==> config.mk <==
export PLATFORM = sky130hd
export DESIGN_NAME = ssc_div
export DESIGN_NICKNAME = d
export VERILOG_FILES = /design/src/rtl/ssc_pkg.sv /design/src/rtl/ssc_div.sv
export SDC_FILE = /design/constraint.sdc
export NUM_CORES = 2
export LEC_CHECK = 0
export BUFFER_PORTS_ARGS = -buffer_cell sky130_fd_sc_hd__buf_2
export CAP_MARGIN = 20
export CORE_MARGIN = 2
export CORE_UTILIZATION = 40
export DETAILED_ROUTE_END_ITERATION = 16
export PLACE_DENSITY = 0.6
export SETUP_SLACK_MARGIN = 0.5
export SLEW_MARGIN = 40
export SYNTH_ARGS = -nofsm -noshare
export SYNTH_HDL_FRONTEND = slang
export SYNTH_SLANG_ARGS = --single-unit
==> constraint.sdc <==
create_clock -name clk -period 4.12 [get_ports clk]
set_input_delay 0.824 -clock clk [delete_from_list [all_inputs] [get_ports clk]]
set_output_delay 0.824 -clock clk [all_outputs]
set_load 0.02 [all_outputs]
==> src/rtl/ssc_pkg.sv <==
`timescale 1ns / 1ps
`default_nettype none
package ssc_pkg;

  localparam int SQ_IN_W  = 68;
  localparam int SQ_OUT_W = SQ_IN_W / 2;
  localparam int SQ_REM_W = SQ_OUT_W + 3;
  localparam int SQ_LAT   = SQ_OUT_W;
  localparam int Q_W      = 31;
  localparam int DIV_LAT  = Q_W;
  localparam int RB_W     = 46;
  localparam int RS_W     = RB_W + 1;

  typedef struct packed {
    logic                  valid;
    logic                  hit;
    logic [31:0]           ch;
    logic [2:0]            neg;
    logic [2:0][31:0]      mag;
    logic [2:0][31:0]      ac;
    logic [2:0][31:0]      bc;
    logic [RS_W-1:0]       rs;
    logic [RB_W-1:0]       rb;
    logic [SQ_OUT_W-1:0]   distance;
  } side_t;

endpackage
`default_nettype wire

==> src/rtl/ssc_div.sv <==
`timescale 1ns / 1ps
`default_nettype none
module ssc_div
  import ssc_pkg::*;
(
  input  wire logic                clk,
  input  wire logic [31:0]         mag,
  input  wire logic [SQ_OUT_W-1:0] divisor,
  output logic      [Q_W-1:0]      quo
);

  logic [SQ_OUT_W-1:0] rem_q [0:DIV_LAT];
  logic [SQ_OUT_W-1:0] den_q [0:DIV_LAT];
  logic [Q_W-1:0]      quo_q [0:DIV_LAT];

  assign rem_q[0] = {3'b000, mag[31:1]};
  assign den_q[0] = divisor;
  assign quo_q[0] = '0;

  for (genvar j = 0; j < DIV_LAT; j++) begin : g_stage
    logic [SQ_OUT_W:0] cur;
    logic              dbit;
    assign dbit = (j == 0) ? mag[0] : 1'b0;
    assign cur  = {rem_q[j], dbit};
    always_ff @(posedge clk) begin
      den_q[j+1] <= den_q[j];
      if (cur >= {1'b0, den_q[j]}) begin
        rem_q[j+1] <= SQ_OUT_W'(cur - {1'b0, den_q[j]});
        quo_q[j+1] <= {quo_q[j][Q_W-2:0], 1'b1};
      end else begin
        rem_q[j+1] <= cur[SQ_OUT_W-1:0];
        quo_q[j+1] <= {quo_q[j][Q_W-2:0], 1'b0};
      end
    end
  end

  assign quo = quo_q[DIV_LAT];

endmodule
`default_nettype wire

# Word level (Yosys, flattened, before mapping)
# Index checks and enable logic that the tools add are counted.
# word_totals
in_bits,67
regBits,2536
word_cells,243
# op_classes
order_cmp,31
add_sub_neg,30
muxes,61
# op_table
cell,n
greater-or-equal comparator 35 x 34 -> 1 bit,30
2-to-1 mux 34 bit,29
subtractor 34 bit,29
greater-or-equal comparator 32 x 34 -> 1 bit,1
subtractor 32 x 34 -> 34 bit,1
2-to-1 mux 32 bit,1
2-to-1 mux 1 bit,31

# Logic depth before layout (Yosys ltp)
# depth
word_depth,2
mapped_depth,16

# Least setup slack after synthesis
# OpenSTA, ideal clock, no wires.
# synth_timing
path_type,input to register
start,input mag[0]
end,register rem_q (netlist bit g_stage[1].cur[1])
setup_time_ns,0.129
path_stages,15
n_path_buf,2
arrival_time_ns,3.579
slack_ns,0.412
t_required_ns,3.991
path_cell_list,inv_1 -> ha_1 -> inv_1 -> fa_1 -> a21o_1 -> a21oi_1 -> o21ai_0 -> a21oi_1 -> o21ai_1 -> o21ai_0 -> nand3_1 -> a31oi_1 -> clkbuf_1 -> clkbuf_1 -> o21ai_0
# synth_between
elab_chain_len,2
elab_cells_between_ends,3
# synth_lines
element,line_no,text
"start, declared",ssc_div.sv:7,"input wire logic [31:0] mag,"
subtractor 32 x 34 -> 34 bit / greater-or-equal comparator 32 x 34 -> 1 bit (equally long branches),"ssc_div.sv:28, ssc_div.sv:27",
2-to-1 mux 32 bit (*),ssc_div.sv:27,"if (cur >= {1'b0, den_q[j]}) begin"
"end signal, assigned by index",ssc_div.sv:28,"rem_q[j+1] <= SQ_OUT_W'(cur - {1'b0, den_q[j]});"
"end signal, assigned by index",ssc_div.sv:31,rem_q[j+1] <= cur[SQ_OUT_W-1:0];
"end, declared",ssc_div.sv:12,logic [SQ_OUT_W-1:0] rem_q [0:DIV_LAT];
# Mark *: on every way between the ends. The rest lies on a longest branch, timed or not.
# A chain may end at the register's enable or synchronous reset.

# Worst setup path after layout
# layout_timing
start,register den_q[410] (netlist name)
end,register rem_q (netlist bit g_stage[20].cur[10])
# layout_between
elab_chain_len,2
elab_cells_between_ends,3
# layout_lines
element,line_no,text
"start, declared",ssc_div.sv:13,logic [SQ_OUT_W-1:0] den_q [0:DIV_LAT];
"start signal, assigned by index",ssc_div.sv:26,den_q[j+1] <= den_q[j];
subtractor 34 bit / greater-or-equal comparator 35 x 34 -> 1 bit (equally long branches),"ssc_div.sv:28, ssc_div.sv:27",
2-to-1 mux 34 bit (*),ssc_div.sv:27,
# Marked as above.

==> metrics.yaml <==
synthTopCellsByArea: "dfxtp_1, ha_1, a21oi_1"
clk_root_buffer_cell: "clkbuf_16"
postPlaceCellArea_um2: 122000
wirelength_um: 296000
synth_top_cell_by_area: "dfxtp_1"
syn_to_final_growth_pct: 14.5
h-tree-depth: 5
fillers: 27900
initial_utilization_pct: 40.3
detail-route-antenna-nets: 0
first_pass_iters: 6
use_met2_pct: 34.5
cts.clk_slew.worst_paths_ps: 50
multi_input_area_um2: 61200
yosys_register_bits: 2536
worst_slew_pin_slew_ps: 739
max_freq_ghz: 0.276
top_usage_layer: "met2"
synth_flop_cell: "dfxtp_1"
setup_viol: 0
max_cap_violations: 0
die_y_um: 546
place_inst: 16300
synth_nets: 13700
syn-cell-area_um2: 117000
syn_inst: 12600
dr.first_iter.drc_count: 5190
grt_max_degree: 67
synth-edff-count: 0
status: "completed"
place.gp.congestion: 0.898
seq_area_um2: 50800
post-route-min-period_ps: 3620
io_pins: 98
ys_seq_area_share_pct: 43.3
grt_pass1_vias: 84100
worstPathRequired_ps: 4900
cp-start-kind: "flop"
fp.coreArea_um2: 291000
dpl.hpwl_um: 229000
hold_violations: 0
endpoint_kind: "flop"
fin_tns_setup_ps: 0
yosys_warnings: 0
num_rows: 198
grt_use_total_pct: 19.0
avgSynthCellArea_um2: 9.33
skew_ps: 47.7
worstSetupPathType: "flop to flop"
nNetsFinal: 14000
drv_slew: 0
yosysUniqueCellTypes: 107
clockBufferDepth: 4
synth_common_cells: "dfxtp_1, inv_1, ha_1"
clkLatencyLatePin_ps: 900
cts_sinks: 2536
antenna_found_initial: 4
cp_max_fo: 5
cts_tree: "yes"
die-area_um2: 298000
async_flop_share_pct: 0
grtUsageMet3_pct: 2.33
p_total_mw: 125
p_leak_nw: 62.1
io_buffers: 97
synth_top_area_share_pct: 43.3
hp-class: "input pin to flop"
cp.arrival_ps: 4400
rsz0062_at_grt: "yes"
viasPerCell: 5.09
dr_total_vias: 86200
design_area_um2: 134000
fin_util_pct: 46.1
slew_headroom_pct: 49.4
fin_cells: 16900
drc: 0
die_w_um: 546
powerDensity_nw_per_um2: 933
use_met1_pct: 22.8
grt_pass1_wl_um: 459000
drive_gt1_share_pct: 10.9
yosysMostFrequentCell: "dfxtp_1"
vdd_drop_max_v: 0.000495
wl_per_cell_um: 17.5
gr-total-overflow: 0
cts_buffers: 285
finalCritPeriodShare_pct: 87.9
==> state kept, by name (all words and copies together) (netlist names) <==
signal and count:
quo 31, quo_q 465, den_q 1020, g_stage.cur 1020
==> worst paths after layout <==
path                                    startpoint                     endpoint  slack [ps]  cells past startpoint
worst max-delay path            den_q[410]$_DFF_P_  g_stage[20].cur[10]$_DFF_P_         500                     16
worst min-delay path                   divisor[19]          den_q[1039]$_DFF_P_          70                      1
worst max register to register  den_q[410]$_DFF_P_  g_stage[20].cur[10]$_DFF_P_         500                     16
worst min register to register   quo_q[84]$_DFF_P_            quo_q[54]$_DFF_P_         310                      0
==> kinds of logic after synthesis <==
group           after synthesis  synth area share (%)
xor+xnor                    908                  6.78
mux                         423                  4.14
simple gates               2568                  10.3
compound gates             3392                  18.2
buf+inv                    1669                  5.65
fa+ha+maj                  1081                  11.7
flops                      2536                  43.3
==> through the flow <==
step	hold WS [ps]	setup WS (ps)
4_1_cts	3.01	394
3_3_place_gp	310	232
2_1_floorplan	310	555
3_5_place_dp	312	219
6_report	74.2	500
5_1_grt	39.6	336
==> cell type report <==
class,instances,share of cell area [%]
multi-input combinational,8373,45.5
clock buffer,378,5.96
timing repair buffer,291,2.02
inverter,1319,3.69
antenna,4,0.00745
tap,3900,3.63
sequential,2536,37.8
clock inverter,131,1.35
==> layer usage <==
layer | routed length (µm) | part of all wire, %
met1 | 127000 | 43
met2 | 146000 | 49
met3 | 11500 | 3.9
met4 | 11000 | 3.7
met5 | 0 | 0
==> cells in the final DEF, fill, tap and decap left out, types with 29 or more instances in the layout <==
| cell | count |
|---|---|
| and3_1 | 86 |
| xnor2_1 | 551 |
| a221oi_1 | 29 |
| buf_2 | 97 |
| buf_4 | 128 |
| a21oi_2 | 31 |
| bufinv_16 | 36 |
| xor2_1 | 357 |
| mux2_4 | 38 |
| nor2_1 | 656 |
| and2_1 | 62 |
| o21ai_0 | 798 |
| o21ai_1 | 34 |
| nor2b_1 | 114 |
| a21oi_1 | 1001 |
| mux2_2 | 352 |
| clkbuf_16 | 302 |
| clkinv_2 | 46 |
| nor3_1 | 126 |
| o21a_1 | 85 |
| nand2b_1 | 106 |
| o21bai_1 | 172 |
| o211ai_1 | 35 |
| nand4_1 | 168 |
| nand2_1 | 865 |
| or3_1 | 31 |
| ha_1 | 1038 |
| a31oi_1 | 94 |
| dfxtp_1 | 2519 |
| clkbuf_1 | 49 |
| inv_1 | 1316 |
| a21o_1 | 611 |
| nand3_1 | 198 |
| clkbuf_8 | 37 |
| a211oi_1 | 50 |
| buf_12 | 29 |
| o31ai_1 | 45 |
==> critical path, cell delays in order (launching register included) <==
cell,delay (ps)
dfxtp_1,430
inv_1,70
ha_1,380
nor2_1,170
a211oi_2,90
o211ai_4,230
o211a_4,190
o21ai_2,60
a211o_1,310
a211o_2,340
a41oi_2,210
o31ai_4,90
a21boi_4,250
buf_12,140
buf_6,120
clkbuf_16,140
mux2_4,290
==> repair_timing <==
item,4_1_cts,5_1_grt
setup endpoints to repair,267,622
resized for setup,54,229
buffers inserted,14,47
hold buffers,2,0
endpoints found under the hold margin,2,0
cloned,7,12
pin swaps,15,83
==> power breakdown <==
group | total (mW) | internal [mW] | switching, mW
combinational | 60.7 | 28.1 | 32.6
sequential | 38.3 | 33.0 | 5.27
clock | 26.3 | 16.0 | 10.3
Note: power is estimated with default switching activity, not from simulation.
