==> src/rtl/ssc_pkg.sv <==
`timescale 1ns / 1ps
`default_nettype none
package ssc_pkg;

  localparam int SQ_IN_W  = 68;
  localparam int SQ_OUT_W = SQ_IN_W / 2;
  localparam int SQ_REM_W = SQ_OUT_W + 3;
  localparam int SQ_LAT   = SQ_OUT_W;
  localparam int Q_W      = 31;
  localparam int DIV_LAT  = Q_W;
  localparam int RB_W     = 46;
  localparam int RS_W     = RB_W + 1;

  typedef struct packed {
    logic                  valid;
    logic                  hit;
    logic [31:0]           ch;
    logic [2:0]            neg;
    logic [2:0][31:0]      mag;
    logic [2:0][31:0]      ac;
    logic [2:0][31:0]      bc;
    logic [RS_W-1:0]       rs;
    logic [RB_W-1:0]       rb;
    logic [SQ_OUT_W-1:0]   distance;
  } side_t;

endpackage
`default_nettype wire

==> src/rtl/ssc_sqrt.sv <==
`timescale 1ns / 1ps
`default_nettype none
module ssc_sqrt
  import ssc_pkg::*;
(
  input  wire logic                clk,
  input  wire logic [SQ_IN_W-1:0]  rad,
  output logic      [SQ_OUT_W-1:0] root
);

  logic [SQ_IN_W-1:0]  rad_q  [0:SQ_LAT];
  logic [SQ_REM_W-1:0] rem_q  [0:SQ_LAT];
  logic [SQ_OUT_W-1:0] root_q [0:SQ_LAT];

  assign rad_q[0]  = rad;
  assign rem_q[0]  = '0;
  assign root_q[0] = '0;

  for (genvar i = 0; i < SQ_LAT; i++) begin : g_stage
    logic [SQ_REM_W-1:0] cur;
    logic [SQ_REM_W-1:0] trial;
    assign cur   = {rem_q[i][SQ_REM_W-3:0], rad_q[i][SQ_IN_W-1-2*i -: 2]};
    assign trial = {1'b0, root_q[i], 2'b01};
    always_ff @(posedge clk) begin
      rad_q[i+1] <= rad_q[i];
      if (cur >= trial) begin
        rem_q[i+1]  <= cur - trial;
        root_q[i+1] <= {root_q[i][SQ_OUT_W-2:0], 1'b1};
      end else begin
        rem_q[i+1]  <= cur;
        root_q[i+1] <= {root_q[i][SQ_OUT_W-2:0], 1'b0};
      end
    end
  end

  assign root = root_q[SQ_LAT];

endmodule
`default_nettype wire

==> config.mk <==
export PLATFORM = sky130hd
export DESIGN_NAME = ssc_sqrt
export DESIGN_NICKNAME = d
export VERILOG_FILES = /design/src/rtl/ssc_pkg.sv /design/src/rtl/ssc_sqrt.sv
export SDC_FILE = /design/constraint.sdc
export NUM_CORES = 2
export LEC_CHECK = 0
export BUFFER_PORTS_ARGS = -buffer_cell sky130_fd_sc_hd__buf_2
export CAP_MARGIN = 0
export CORE_MARGIN = 4
export CORE_UTILIZATION = 45
export DETAILED_ROUTE_END_ITERATION = 8
export PLACE_DENSITY_LB_ADDON = 0.05
export SYNTH_ARGS = -nofsm -noshare
export SYNTH_HDL_FRONTEND = slang
export SYNTH_SLANG_ARGS = --single-unit
==> constraint.sdc <==
create_clock -name clk -period 3.4 [get_ports clk]
set_input_delay 0.68 -clock clk [delete_from_list [all_inputs] [get_ports clk]]
set_output_delay 0.68 -clock clk [all_outputs]
set_load 0.01 [all_outputs]
Yosys cells after proc, flatten, opt, wreduce, memory -nomap -nowiden
Index checks and enable logic that the tools add are counted.
{ "word_totals": {"register_bits": 2840, "input_bits": 69, "output_inout_bits": 34, "wordCells": 235} }
{ "classes": {"mux": 67, "magnitude_cmp": 34, "add_sub_neg": 33} }
{ "op_table": {"columns": ["operator", "count"], "rows": [
  ["35-bit 2-to-1 mux", 32],
  ["37-bit by 10-bit >= comparator with 1-bit output", 1],
  ["37-bit by 11-bit >= comparator with 1-bit output", 1],
  ["37-bit by 12-bit >= comparator with 1-bit output", 1],
  ["37-bit by 13-bit >= comparator with 1-bit output", 1],
  ["37-bit by 14-bit >= comparator with 1-bit output", 1],
  ["37-bit by 15-bit >= comparator with 1-bit output", 1],
  ["37-bit by 16-bit >= comparator with 1-bit output", 1],
  ["37-bit by 17-bit >= comparator with 1-bit output", 1],
  ["37-bit by 18-bit >= comparator with 1-bit output", 1],
  ["37-bit by 19-bit >= comparator with 1-bit output", 1],
  ["37-bit by 20-bit >= comparator with 1-bit output", 1],
  ["37-bit by 21-bit >= comparator with 1-bit output", 1],
  ["37-bit by 22-bit >= comparator with 1-bit output", 1],
  ["37-bit by 23-bit >= comparator with 1-bit output", 1],
  ["37-bit by 24-bit >= comparator with 1-bit output", 1],
  ["37-bit by 25-bit >= comparator with 1-bit output", 1],
  ["37-bit by 26-bit >= comparator with 1-bit output", 1],
  ["37-bit by 27-bit >= comparator with 1-bit output", 1],
  ["37-bit by 28-bit >= comparator with 1-bit output", 1],
  ["37-bit by 29-bit >= comparator with 1-bit output", 1],
  ["37-bit by 3-bit >= comparator with 1-bit output", 1],
  ["37-bit by 30-bit >= comparator with 1-bit output", 1],
  ["37-bit by 31-bit >= comparator with 1-bit output", 1],
  ["other kinds (46)", 79]
]} }

Depth between registers and ports, before layout
{ "depth": {"word_depth": 2, "ltp_mapped": 14, "depth_no_buf": 12} }

Worst setup path after synthesis
Ideal clock, no wire load.
{ "synth_timing": {"path_kind": "reg2reg", "start": "register root_q (netlist bit g_stage[24].trial[14])", "end": "register rem_q (netlist bit g_stage[25].cur[17])", "stages_incl_launch_ff": 13, "t_required_ns": 3.279, "path_buffers": 2, "setup_ns": 0.121, "period_less_slack_ns": 3.238, "arrival_time_ns": 3.118, "setup_slack_ns": 0.162, "cell_sequence": "dfxtp_1 > inv_1 > ha_1 > clkbuf_1 > a21o_1 > a21oi_1 > o21ai_0 > o22a_1 > a311o_1 > o21a_1 > nor4_1 > buf_2 > mux2_2"} }
{ "synth_via": {"elab_chain_len": 2, "elab_cells_between_ends": 3, "cone_classes": "add/sub: 1; order compare: 1; mux: 1"} }
{ "synth_rtl": {"columns": ["element", "line", "rtl"], "rows": [
  ["start: declaration", "ssc_sqrt.sv:13", "logic [SQ_OUT_W-1:0] root_q [0:SQ_LAT];"],
  ["start signal: indexed assignment", "ssc_sqrt.sv:28", "root_q[i+1] <= {root_q[i][SQ_OUT_W-2:0], 1'b1};"],
  ["start signal: indexed assignment", "ssc_sqrt.sv:31", "root_q[i+1] <= {root_q[i][SQ_OUT_W-2:0], 1'b0};"],
  ["35-bit by 26-bit subtractor with 35-bit output / 37-bit by 26-bit >= comparator with 1-bit output (equally long branches)", "ssc_sqrt.sv:27, ssc_sqrt.sv:26", null],
  ["35-bit 2-to-1 mux (*)", "ssc_sqrt.sv:26", "if (cur >= trial) begin"],
  ["end signal: indexed assignment", "ssc_sqrt.sv:27", "rem_q[i+1] <= cur - trial;"],
  ["end signal: indexed assignment", "ssc_sqrt.sv:30", "rem_q[i+1] <= cur;"],
  ["end: declaration", "ssc_sqrt.sv:12", "logic [SQ_REM_W-1:0] rem_q [0:SQ_LAT];"]
]} }
Mark *: on every way between the ends. The rest lies on a longest branch, timed or not.
A chain may end at the register's enable or synchronous reset.

Worst setup path in the final report
{ "layout_timing": {"start": "register root_q (netlist bit g_stage[31].trial[7])", "end": "register rem_q (netlist bit g_stage[32].cur[30])"} }
{ "layout_via": {"elab_chain_len": 2, "elab_cells_between_ends": 3, "cone_classes": "add/sub: 1; order compare: 1; mux: 1"} }
{ "layout_rtl": {"columns": ["element", "line"], "rows": [
  ["35-bit by 33-bit subtractor with 35-bit output / 37-bit by 33-bit >= comparator with 1-bit output (equally long branches)", "ssc_sqrt.sv:27, ssc_sqrt.sv:26"],
  ["35-bit 2-to-1 mux (*)", "ssc_sqrt.sv:26"]
]} }
Marked as above.

==> impl_metrics.py <==
metrics = {
    "outcome": {
        "outcome": "finished, final reports clean",
    },
    "floorplan": {
        "core_sq_um": 229700,
        "die-area_sq_um": 238400,
        "die_h_um": 488.3,
        "die_x_um": 488.3,
        "rows": 176,
        "pin_count": 103,
        "initial_utilization_pct": 45.19,
    },
    "placed_design": {
        "dp_hpwl_um": 182000,
        "place_area_sq_um": 109500,
        "port_buffers": 102,
        "gp_congestion": 0.8891,
    },
    "detailed_routing": {
        "routed_wl_um": 237000,
        "ant_nets": 0,
        "drt_iter0_drc": 3837,
        "first_pass_iters": 5,
        "vias": 71470,
        "drc": 0,
        "avgViaCountPerCell": 5.087,
        "wl_per_cell_um": 16.87,
    },
    "sta": {
        "hold_ws_ns": 0.3099,
        "fmax_mhz": 307.5,
        "period_needed_ns": 3.252,
        "relSlewSlack_pct": 39.12,
        "tightest_slew_ns": 0.9051,
        "fin_tns_setup_ns": 0,
        "finalSetupViolCount": 0,
        "hold_violations": 0,
        "skew_ns": 0.04925,
        "period_share_pct": 95.66,
        "finalMaxSlewViolations": 0,
    },
    "logic_synthesis": {
        "synthFlopType": "dfxtp_1",
        "synth_fp_nets": 11000,
        "synth_cells": 10300,
        "ys_ff_latch": 2819,
        "synth_largest_area_cell": "dfxtp_1",
        "synthArstFlopShare_pct": 0,
        "synth-edff-count": 0,
        "yosys_warnings": 0,
        "syn_area_sq_um": 103800,
        "synthDistinctLibCells": 92,
        "synth_area_leaders": "dfxtp_1, ha_1, xor2_1",
        "yosys.area.top_type_share_pct": 54.37,
        "syn_area_per_cell_sq_um": 10.08,
        "yosysSeqAreaShare_pct": 54.37,
    },
    "flow_run": {
        "maxCapViolations": 0,
    },
    "clock_tree": {
        "cts_tree": "yes",
        "path_clk_slew_ns": 0.06,
        "clock_latency_ns": 0.92,
        "numCtsBuffers": 302,
        "ctsHtreeMaxLevel": 5,
        "clock-sinks": 2819,
        "clk_path_buf_depth": 4,
        "clockRootBuffer": "clkbuf_16",
    },
    "grt": {
        "grt_use_total_pct": 19.59,
        "grt_overflow": 0,
        "grt_pass1_wl_um": 378600,
        "grt_start_max_net_pins": 49,
        "grt_pass1_vias": 70990,
        "antenna_found_initial": 3,
    },
    "cells_and_area": {
        "stdcell_area_sq_um": 120500,
        "multi_input_area_sq_um": 43850,
        "syn_to_final_growth_pct": 16.10,
        "regArea_sq_um": 56440,
        "drive_above_1_share_pct": 9.846,
        "nFillCells": 20720,
        "utilization_pct": 52.47,
        "nets": 11500,
    },
    "power_and_ir_drop": {
        "power_frac_clock_pct": 36.4,
        "seq_power_share_pct": 47.6,
        "p_sw_share_pct": 27.77,
        "power_mw": 89.42,
        "p_per_area_nw_per_um2": 742.0,
        "p_leak_nw": 56.48,
        "combPwrFrac_pct": 16.0,
        "p_int_mw": 64.59,
        "p_sw_mw": 24.83,
        "worst_ir_drop_vdd_uv": 474.3,
    },
    "worst_setup_path": {
        "critPathRequiredTime_ns": 4.16,
        "critPathLaunchType": "flip-flop",
        "worstSetupPathType": "flip-flop to flip-flop",
        "worstPathMaxFanout": 36,
        "endpoint_kind": "flip-flop",
        "crit_arrival_ns": 4.01,
    },
    "hold_path": {
        "hold_path_class": "flip-flop to flip-flop",
    },
}
## power by group through the flow
stage / Combinational (mW) / Clock (mW) / Sequential, mW
2_1_floorplan: 10.7 / 0 / 41.4
3_3_place_gp: 14.1 / 0 / 43.3
3_5_place_dp: 14.2 / 0 / 43.3
4_1_cts: 14.4 / 33.6 / 42.6
5_1_grt: 16.1 / 35.0 / 43.2
6_report: 14.3 / 32.5 / 42.5
## sequential cells by signal (all words and copies together) (netlist names)
| signal | cells |
|---|---|
| rad_q | 1056 |
| root | 34 |
| g_stage.trial | 561 |
| g_stage.cur | 1168 |
## path summary, 6_finish.rpt
kind	start	endpoint	cells past startpoint	slack [ns]
max	g_stage[31].trial[7]$_DFF_P_	g_stage[32].cur[30]$_DFF_P_	11	0.15
min	rad_q[1864]$_DFF_P_	rad_q[1796]$_DFF_P_	0	0.31
max reg2reg	g_stage[31].trial[7]$_DFF_P_	g_stage[32].cur[30]$_DFF_P_	11	0.15
min reg2reg	rad_q[1864]$_DFF_P_	rad_q[1796]$_DFF_P_	0	0.31
## layout make-up
| class | instances | area share (%) |
|---|---|---|
| sequential | 2819 | 46.83 |
| multi-input combinational | 6451 | 36.39 |
| clock buffer | 393 | 7.038 |
| tap | 3026 | 3.142 |
| timing repair buffer | 435 | 2.821 |
| inverter | 795 | 2.476 |
| clock inverter | 127 | 1.302 |
| antenna | 2 | 0.004153 |
## layout by cell type, fill, tap and decap left out, types with 132 or more instances in the layout
master / synthesis / layout
a21o_1: 264 / 264
a21oi_1: 642 / 637
buf_4: 0 / 246
clkbuf_16: 0 / 304
dfxtp_1: 2819 / 2818
ha_1: 631 / 631
inv_1: 793 / 793
nand2_1: 716 / 714
nand2b_1: 132 / 132
nand3_1: 185 / 184
nor2_1: 616 / 613
nor3_1: 253 / 247
o21ai_0: 549 / 542
xnor2_1: 460 / 459
xor2_1: 462 / 462
## what timing repair did
item,CTS,global route
hold buffers,69,0
gates resized for setup,5,60
gates cloned,0,0
pin swaps,0,7
endpoints found under the setup margin,7,209
setup buffers,0,2
endpoints found under the hold margin,69,0
## stage by stage
stage / cells / worst slack [ns]
6_report: 14050 / 0.1476
5_1_grt: 14050 / -0.005866
4_1_cts: 14040 / 0.004066
3_5_place_dp: 13460 / -0.03425
3_3_place_gp: 13460 / -0.009140
2_1_floorplan: 10300 / 0.1618
## cell usage after synthesis, types with 105 or more instances
cell      count
nand4_1     108
or3_1       105
xnor2_1     460
dfxtp_1    2819
a21o_1      264
o21ai_0     549
nor4_1      129
o21a_1      111
nor3_1      253
nor2_1      616
clkbuf_1    192
ha_1        631
nand2b_1    132
inv_1       793
nand3_1     185
a21oi_1     642
nand2_1     716
xor2_1      462
## per-layer routing
| layer | track usage, % | up-vias | routed length [um] |
|---|---|---|---|
| met5 | 0 | - | 0 |
| met3 | 2.895 | 362 | 9483 |
| met4 | 5.418 | 0 | 5372 |
| li1 | - | 36350 | - |
| met1 | 24.80 | 33490 | 105800 |
| met2 | 34.69 | 1272 | 116400 |
## kinds of logic after synthesis
family / Yosys count / synth area share [%]
other: 1 / 0.003613
buffers and inverters: 1025 / 3.737
multiplexers: 92 / 0.9788
flip-flops: 2819 / 54.37
AND/OR/NAND/NOR: 2700 / 12.93
AO/OA/AOI/OAI: 2105 / 12.59
XOR/XNOR: 922 / 7.780
adder cells (fa/ha/maj): 631 / 7.606
## critical path, cell delays in order (launching register included)
cell and delay, ns:
dfxtp_1 0.44, inv_1 0.08, ha_1 0.33, nand2_1 0.14
o21ai_1 0.26, o2111ai_1 0.17, nand3_1 0.18, a41oi_1 0.24
or4_1 0.58, nand3_2 0.12, buf_12 0.20, mux2_2 0.35
(Power assumes the default switching activity.)
